File: config.mk
export PLATFORM = sky130hd
export DESIGN_NAME = double_word_alu_with_flags
export DESIGN_NICKNAME = d
export VERILOG_FILES = /design/src/dwalu_pkg.sv /design/src/dwalu_div_stage.sv /design/src/double_word_alu_with_flags.sv
export SDC_FILE = /design/constraint.sdc
export NUM_CORES = 2
export LEC_CHECK = 0
export BUFFER_PORTS_ARGS = -buffer_cell sky130_fd_sc_hd__buf_4
export CORE_MARGIN = 2
export CORE_UTILIZATION = 50
export CTS_CLUSTER_DIAMETER = 200
export DETAILED_ROUTE_END_ITERATION = 12
export MAX_ROUTING_LAYER = met4
export PLACE_DENSITY_LB_ADDON = 0.05
export REMOVE_ABC_BUFFERS = 1
export SLEW_MARGIN = 20
export SYNTH_ARGS = -nofsm -noshare
export SYNTH_HDL_FRONTEND = slang
export SYNTH_HIERARCHICAL = 1
export SYNTH_SLANG_ARGS = --single-unit
export TNS_END_PERCENT = 10
File: constraint.sdc
create_clock -name aclk -period 6.9 [get_ports aclk]
set_input_delay 0 -clock aclk [delete_from_list [all_inputs] [get_ports aclk]]
set_output_delay 0 -clock aclk [all_outputs]
set_load 0.02 [all_outputs]
File: src/dwalu_pkg.sv
// ----------------------------------------------------------------------------
// Double-word ALU package
// Opcodes, status codes, flag positions and the stage record type.
// ----------------------------------------------------------------------------
package dwalu_pkg;

    localparam logic [1:0] OP_ADD = 2'd0;
    localparam logic [1:0] OP_SUB = 2'd1;
    localparam logic [1:0] OP_MUL = 2'd2;
    localparam logic [1:0] OP_DIV = 2'd3;

    localparam logic [1:0] ST_OK   = 2'd0;
    localparam logic [1:0] ST_DIV0 = 2'd1;
    localparam logic [1:0] ST_OVF  = 2'd2;

    localparam int FLAG_Z = 3;
    localparam int FLAG_M = 2;
    localparam int FLAG_V = 1;
    localparam int FLAG_C = 0;

    localparam int DIV_STAGES = 16;

    // One item in flight through the divider pipeline.
    typedef struct packed {
        logic [1:0]  opcode;
        logic [15:0] reg_high;
        logic [15:0] reg_low;
        logic [3:0]  flags;
        logic [15:0] res_high;
        logic [15:0] res_low;
        logic [3:0]  res_flags;
        logic        a_neg;
        logic        d_neg;
        logic        div0;
        logic [31:0] rem;     // partial remainder / dividend shift word
        logic [15:0] dmag;    // divisor magnitude
        logic [15:0] quo;
        logic        qovf;    // unsigned quotient exceeded 16 bits
    } item_t;

endpackage

File: src/dwalu_div_stage.sv
// ----------------------------------------------------------------------------
// Double-word ALU divide stage
// One restoring division step on a registered item, with stall support.
// ----------------------------------------------------------------------------
module dwalu_div_stage (
    input  logic             aclk,
    input  logic             aresetn,
    input  logic             in_valid,
    output logic             in_ready,
    input  dwalu_pkg::item_t in_item,
    output logic             out_valid,
    input  logic             out_ready,
    output dwalu_pkg::item_t out_item
);
    logic             valid_reg;
    dwalu_pkg::item_t item_reg;
    dwalu_pkg::item_t item_next;
    logic [16:0]      trial;

    assign in_ready  = !valid_reg || out_ready;
    assign out_valid = valid_reg;
    assign out_item  = item_reg;

    // Remainder word holds rem[31:16] as partial remainder and rem[15:0]
    // as remaining dividend bits; the quotient overflow shows as a bit shifted out of quo[15].
    always_comb begin
        item_next = in_item;
        trial = {in_item.rem[31:15]} - {1'b0, in_item.dmag};
        if (!trial[16]) begin
            item_next.rem = {trial[15:0], in_item.rem[14:0], 1'b0};
            item_next.qovf = in_item.qovf | in_item.quo[15];
            item_next.quo = {in_item.quo[14:0], 1'b1};
        end else begin
            item_next.rem = {in_item.rem[30:0], 1'b0};
            item_next.qovf = in_item.qovf | in_item.quo[15];
            item_next.quo = {in_item.quo[14:0], 1'b0};
        end
    end

    always_ff @(posedge aclk) begin
        if (!aresetn) begin
            valid_reg <= 1'b0;
        end else if (in_ready) begin
            valid_reg <= in_valid;
        end
        if (in_ready && in_valid) begin
            item_reg <= item_next;
        end
    end
endmodule

File: src/double_word_alu_with_flags.sv
// Pipeline: 18 register stages (input stage, 16 divide steps, output register);
// one input transaction is accepted per cycle while the output is not stalled.
// The divider is a chain of 16 one-bit restoring stages, which sets latency.
// Stalls propagate back through per-stage valid bits; nothing is lost.
// Reset (aresetn low, synchronous) empties every stage.
// ----------------------------------------------------------------------------
// Double-word ALU with flags
// Add/subtract on a 32-bit pair, signed multiply of the low halves, signed 32/16 divide.
// ----------------------------------------------------------------------------
module double_word_alu_with_flags (
    input  logic        aclk,
    input  logic        aresetn,
    input  logic        s_tvalid,
    output logic        s_tready,
    // opcode[1:0], reg_high_in[17:2], reg_low_in[33:18], flags_in[37:34],
    // arg_high[53:38], arg_low[69:54], zero fill to 72
    input  logic [71:0] s_tdata,
    output logic        m_tvalid,
    input  logic        m_tready,
    // reg_high_out[15:0], reg_low_out[31:16], flags_out[35:32],
    // status[37:36], zero fill to 40
    output logic [39:0] m_tdata
);
    localparam int NS = dwalu_pkg::DIV_STAGES;

    logic [1:0]  op;
    logic [15:0] hi, lo, bh, bl;
    logic [3:0]  fl;
    assign op = s_tdata[1:0];
    assign hi = s_tdata[17:2];
    assign lo = s_tdata[33:18];
    assign fl = s_tdata[37:34];
    assign bh = s_tdata[53:38];
    assign bl = s_tdata[69:54];

    // Stage 0: add/subtract and multiply, divide setup.
    logic             v0_reg;
    dwalu_pkg::item_t i0_reg, i0_next;
    logic [31:0]      acc, b, res, amag;
    logic [32:0]      sum;
    logic             ovf;
    logic signed [31:0] prod;

    always_comb begin
        acc = {hi, lo};
        b = (op == dwalu_pkg::OP_SUB) ? (32'd0 - {bh, bl}) : {bh, bl};
        sum = {1'b0, acc} + {1'b0, b};
        res = sum[31:0];
        ovf = (acc[31] == b[31]) && (res[31] != acc[31]);
        prod = $signed(lo) * $signed(bl);
        amag = acc[31] ? (32'd0 - acc) : acc;
        i0_next = '0;
        i0_next.opcode = op;
        i0_next.reg_high = hi;
        i0_next.reg_low = lo;
        i0_next.flags = fl;
        i0_next.res_flags = fl;
        if (op == dwalu_pkg::OP_MUL) begin
            i0_next.res_high = prod[31:16];
            i0_next.res_low = prod[15:0];
            i0_next.res_flags[dwalu_pkg::FLAG_Z] = (prod == 32'sd0);
            i0_next.res_flags[dwalu_pkg::FLAG_M] = prod[31];
        end else begin
            i0_next.res_high = res[31:16];
            i0_next.res_low = res[15:0];
            i0_next.res_flags[dwalu_pkg::FLAG_V] = fl[dwalu_pkg::FLAG_V] | ovf;
            i0_next.res_flags[dwalu_pkg::FLAG_Z] = (res == 32'd0);
            i0_next.res_flags[dwalu_pkg::FLAG_M] = res[31] ^ ovf;
            i0_next.res_flags[dwalu_pkg::FLAG_C] = sum[32];
        end
        i0_next.a_neg = acc[31];
        i0_next.d_neg = bl[15];
        i0_next.div0 = (bl == 16'd0);
        i0_next.rem = amag;
        i0_next.dmag = bl[15] ? (16'd0 - bl) : bl;
        // Magnitude of the most negative dividend needs 32 bits unsigned;
        // a set top bit alone already means the quotient cannot fit.
        i0_next.qovf = 1'b0;
    end

    logic             vst [NS+1];
    logic             rst [NS+1];
    dwalu_pkg::item_t ist [NS+1];

    assign s_tready = !v0_reg || rst[0];
    assign vst[0] = v0_reg;
    assign ist[0] = i0_reg;

    always_ff @(posedge aclk) begin
        if (!aresetn) begin
            v0_reg <= 1'b0;
        end else if (s_tready) begin
            v0_reg <= s_tvalid;
        end
        if (s_tready && s_tvalid) begin
            i0_reg <= i0_next;
        end
    end

    // The 32-bit unsigned dividend goes through 32 bits of quotient in
    // principle; stages produce the low 16 quotient bits after a 16-bit
    // pre-shift check: the high half must be below the divisor.
    for (genvar g = 0; g < NS; g++) begin : g_div
        dwalu_pkg::item_t stage_in;
        always_comb begin
            stage_in = ist[g];
            if (g == 0) begin
                stage_in.qovf = (ist[0].rem[31:16] >= ist[0].dmag);
            end
        end
        dwalu_div_stage u_stage (
            .aclk     (aclk),
            .aresetn  (aresetn),
            .in_valid (vst[g]),
            .in_ready (rst[g]),
            .in_item  (stage_in),
            .out_valid(vst[g+1]),
            .out_ready(rst[g+1]),
            .out_item (ist[g+1])
        );
    end

    // Final stage: signs, range check and select.
    logic             vf_reg;
    logic [39:0]      df_reg, df_next;
    dwalu_pkg::item_t it;
    logic [15:0]      q, r;
    logic [15:0]      qmag;
    logic             qneg, bad;
    logic [3:0]       dfl;

    assign rst[NS] = !vf_reg || m_tready;

    always_comb begin
        it = ist[NS];
        qmag = it.quo;
        qneg = it.a_neg ^ it.d_neg;
        q = qneg ? (16'd0 - qmag) : qmag;
        r = it.a_neg ? (16'd0 - it.rem[31:16]) : it.rem[31:16];
        bad = it.qovf || (qneg ? (qmag > 16'h8000) : qmag[15]);
        dfl = it.flags;
        dfl[dwalu_pkg::FLAG_Z] = (q == 16'd0);
        dfl[dwalu_pkg::FLAG_M] = q[15];
        if (it.opcode != dwalu_pkg::OP_DIV) begin
            df_next = {2'd0, dwalu_pkg::ST_OK, it.res_flags, it.res_low, it.res_high};
        end else if (it.div0) begin
            df_next = {2'd0, dwalu_pkg::ST_DIV0, it.flags, it.reg_low, it.reg_high};
        end else if (bad) begin
            df_next = {2'd0, dwalu_pkg::ST_OVF, it.flags, it.reg_low, it.reg_high};
        end else begin
            df_next = {2'd0, dwalu_pkg::ST_OK, dfl, q, r};
        end
    end

    always_ff @(posedge aclk) begin
        if (!aresetn) begin
            vf_reg <= 1'b0;
        end else if (rst[NS]) begin
            vf_reg <= vst[NS];
        end
        if (rst[NS] && vst[NS]) begin
            df_reg <= df_next;
        end
    end

    assign m_tvalid = vf_reg;
    assign m_tdata  = df_reg;
endmodule
; Word-level counts from Yosys, hierarchy flattened
; Index checks and enable logic that the tools add are counted.
[word_totals]
n_memories = 0
out_inout_bits = 42
mem_bits_rw = 0
latchBits = 0
mem_bits_ro = 0
input_bits = 76
register_bits = 2317
[classes]
n_div = 0
mux = 43
mul = 1
n_reduce_logical = 61
n_shift = 0
bitwise = 18
n_addsub = 22
n_eq_ne = 5
n_lt_le_gt_ge = 2
[op_table]
columns = cell, n
row1 = 32-bit two-way mux, 17
row2 = 17-bit by 16-bit subtractor with 17-bit output, 16
row3 = 32-bit logical NOT, 2
row4 = 1-bit by 32-bit subtractor with 32-bit output (first input constant), 2
row5 = 1-bit by 16-bit subtractor with 16-bit output (first input constant), 3
row6 = 38-bit two-way mux, 1
row7 = 37-bit two-way mux, 1
row8 = 36-bit two-way mux, 1
row9 = 2-bit two-way mux, 17
row10 = 34-bit two-way mux, 1
row11 = 32-bit by 32-bit adder with 33-bit output, 1
row12 = 16-bit logical NOT, 2
row13 = 16-bit by 16-bit multiplier with 32-bit output, 1
row14 = 16-bit two-way mux, 2
row15 = 31-bit two-way mux, 1
row16 = 1-bit logical AND, 19
row17 = 1-bit logical OR, 19
row18 = 1-bit logical NOT, 18
row19 = 16-bit >= comparator, 1
row20 = 16-bit greater-than comparator (second input constant), 1
row21 = 15-bit two-way mux, 1
row22 = 1-bit OR (second input constant), 15
row23 = 2-bit by 1-bit equality test with 1-bit output (second input constant), 1
row24 = 2-bit equality test (second input constant), 1
row25 = other kinds (7), 8

; Logic depth before layout (Yosys ltp)
[logic_depth]
word_depth = 20
ltp_mapped = 27
ltp_nobuf = 25

; By module
; Netlist, hierarchy kept.
[modules_own_cells]
columns = mod, instances, seq_area_each_um2, cells_each, area_per_inst_um2
row1 = dwalu_div_stage, 16, 4254.1, 277, 5305.1
row2 = double_word_alu_with_flags, 1, 4874.7, 2197, 20479.6

; Least setup slack after synthesis
; OpenSTA, ideal clock, no wires.
[synth_timing]
kind = input -> register
from = in s_tdata[33]
to = reg i0_reg (netlist bit g_div[0].stage_in[71]), data pin
required_time_ns = 6.767
slack_ns = -0.395
stages = 22
arrival_time_ns = 7.162
path_cell_list = clkbuf_1 > clkbuf_1 > nand2_1 > fa_1 > inv_1 > fa_1 > fa_1 > fa_1 > fa_1 > inv_1 > fa_1 > inv_1 > ha_1 > and3_1 > and2_1 > a221oi_1 > nand3_1 > a22o_1 > or4_1 > or4b_2 > nor4_1 > a32o_1
[synth_rtl]
columns = item, line
row1 = from (decl), double_word_alu_with_flags.sv:17  ; input logic [71:0] s_tdata,
row2 = to (signal assigned), double_word_alu_with_flags.sv:96  ; i0_reg <= i0_next;
row3 = to (decl), double_word_alu_with_flags.sv:38  ; dwalu_pkg::item_t i0_reg, i0_next;

==> impl_metrics.yaml <==
outcome:
  status: "finished clean"
timing:
  maxSlewViolCount: 0
  clock.fmax_mhz: 149
  skew_ns: 0.0947
  fin_ws_ns: 0.194
  worst_pin_slew_ns: 1.12
  period_needed_ns: 6.71
  finalSetupViolCount: 0
  final.period_utilization_pct: 97.2
  finalHoldViolations: 0
  relSlewSlack_pct: 23.1
floorplanning:
  die_area_um2: 206000
  fp.coreArea_um2: 201000
  dieWidth_um: 454
  start_util_pct: 50.2
  rows: 165
  die_y_um: 454
  io_pins: 118
setup_path:
  r2r_start: "m_tvalid"
  critPathMaxFanout: 8
  r2r_cells: 20
  startpoint: "s_tdata[60]"
  crit_arrival_ns: 7.40
  start_kind: "primary input"
  worstPathRequired_ns: 7.60
  critPathKind: "in -> reg"
  cp-end-kind: "flip-flop"
  timing.rr.end: "g_div[0].stage_in[88]"
  regToRegSetupSlack_ns: 2.00
routing:
  via_per_inst: 5.16
  drt_iter0_drc: 2703
  routed_wirelength_mm: 204
  drc: 0
  vias: 51126
  wl_per_cell_um: 20.6
  ant_nets: 0
  drt_pass1_iterations: 5
finish:
  multi_input_area_um2: 29300
  syn_to_final_growth_pct: 13.9
  seqCellArea_um2: 68900
  fin_util_pct: 57.2
  final_common_cell: "edfxtp_1"
  num-nets-final: 7776
  design_area_um2: 115000
  layout-drive-gt1-share_pct: 14.3
  largest_reg_flops: 2120
  fin_cells: 9906
  fillCellCount: 15752
  layout_common_cells: "2281 x edfxtp_1, 684 x inv_1, 388 x ha_1"
placed_design:
  gp_congestion: 0.885
  portBuffers: 113
  dp_hpwl_mm: 149
  dpl_cell_area_um2: 107000
  dpl_worst_slack_ns: -0.386
  dp_cells: 9381
job:
  max_cap_viol_count: 0
worst_hold_path:
  holdCritStartpoint: "s_tdata[0]"
  hp-class: "in -> reg"
  hold_end: "g_div[0].stage_in[140]"
  hold_path_depth: 2
grt:
  grt_pass1_vias: 53414
  grt_max_degree: 119
  globalRouteOverflowTotal: 0
  antenna_found_initial: 15
  grt_pass1_wl_mm: 314
  grt_usage_pct: 20.8
pwr:
  p_leak_nw: 42.7
  pwr_density_cell_nw_per_um2: 371
  power_mw: 42.7
  vdd_drop_max_mv: 0.770
yosys:
  syn_area_per_cell_um2: 15.6
  synthCells: 6461
  syn_area_um2: 101000
  synth_warnings: 6
cts:
  clk_path_buf_depth: 3
  worst_skew_pair.late_latency_ns: 0.86
  cts_htree_levels: 4
  clk_pin_slew_ns: 0.06
  clock_sinks: 2299
  clockRootBuffer: "clkbuf_16"
  cts_tree: "yes"
  cts_made_buffers: 222
[worst max-delay path, stage by stage]
cell	delay, ns
dlygate4sd3_1	0.53
buf_4	0.18
buf_12	0.13
and2_1	0.16
fa_1	0.53
inv_1	0.06
fa_1	0.52
fa_1	0.53
inv_1	0.05
fa_1	0.46
fa_1	0.54
inv_1	0.05
fa_1	0.53
inv_1	0.05
ha_1	0.35
nor2b_1	0.24
or3_1	0.33
o22a_1	0.25
a21oi_1	0.21
xnor2_1	0.10
or4_1	0.55
or4b_2	0.64
nor4_2	0.18
a32o_2	0.20
[layout make-up]
class	count	area share (%)
sequential	2299	59.8
multi-input combinational	3379	25.4
clock buffer	271	5.03
timing repair buffer	443	3.38
tap	2672	2.90
inverter	686	2.24
clock inverter	142	1.20
antenna	14	0.0304
[routing by layer]
metal  wire (um)  track usage [%]
met1       83100             24.5
met2      105000             35.5
met3        7160             3.13
met4        9200             8.95
met5           0                -
[where the power goes]
part,internal (mW),switching [mW],leakage (nW)
logic,7.15,8.22,18.4
clock network,6.69,5.01,3.49
registers,15.5,0.0767,20.8
[how the worst max path moves through the flow]
stage	slack (ns)	endpoint	depth (start not counted)
global placement	-0.37	g_div[0].stage_in[71]	23
global route	-0.01	g_div[0].stage_in[71]	25
finish	0.19	g_div[0].stage_in[71]	24
CTS	0.006	g_div[0].stage_in[71]	25
detailed placement	-0.39	g_div[0].stage_in[71]	23
floorplan	0.18	g_div[0].stage_in[71]	20
[timing repair]
item                                    CTS  global route
setup buffers                             0             2
hold buffers                             96             0
gates resized for setup                   0            20
endpoints found under the setup margin    0             1
endpoints found under the hold margin   147             0
[metrics by stage]
| step | hold WS (ns) | TNS (ns) |
|---|---|---|
| after floorplan | 0.0989 | 0 |
| after global placement | 0.181 | -0.368 |
| after detailed placement | 0.184 | -0.386 |
| after CTS | 0.00717 | 0 |
| after global routing | 0.0203 | -0.0140 |
| final | 0.0919 | 0 |
No activity file was read; power rests on OpenSTA's default activity.
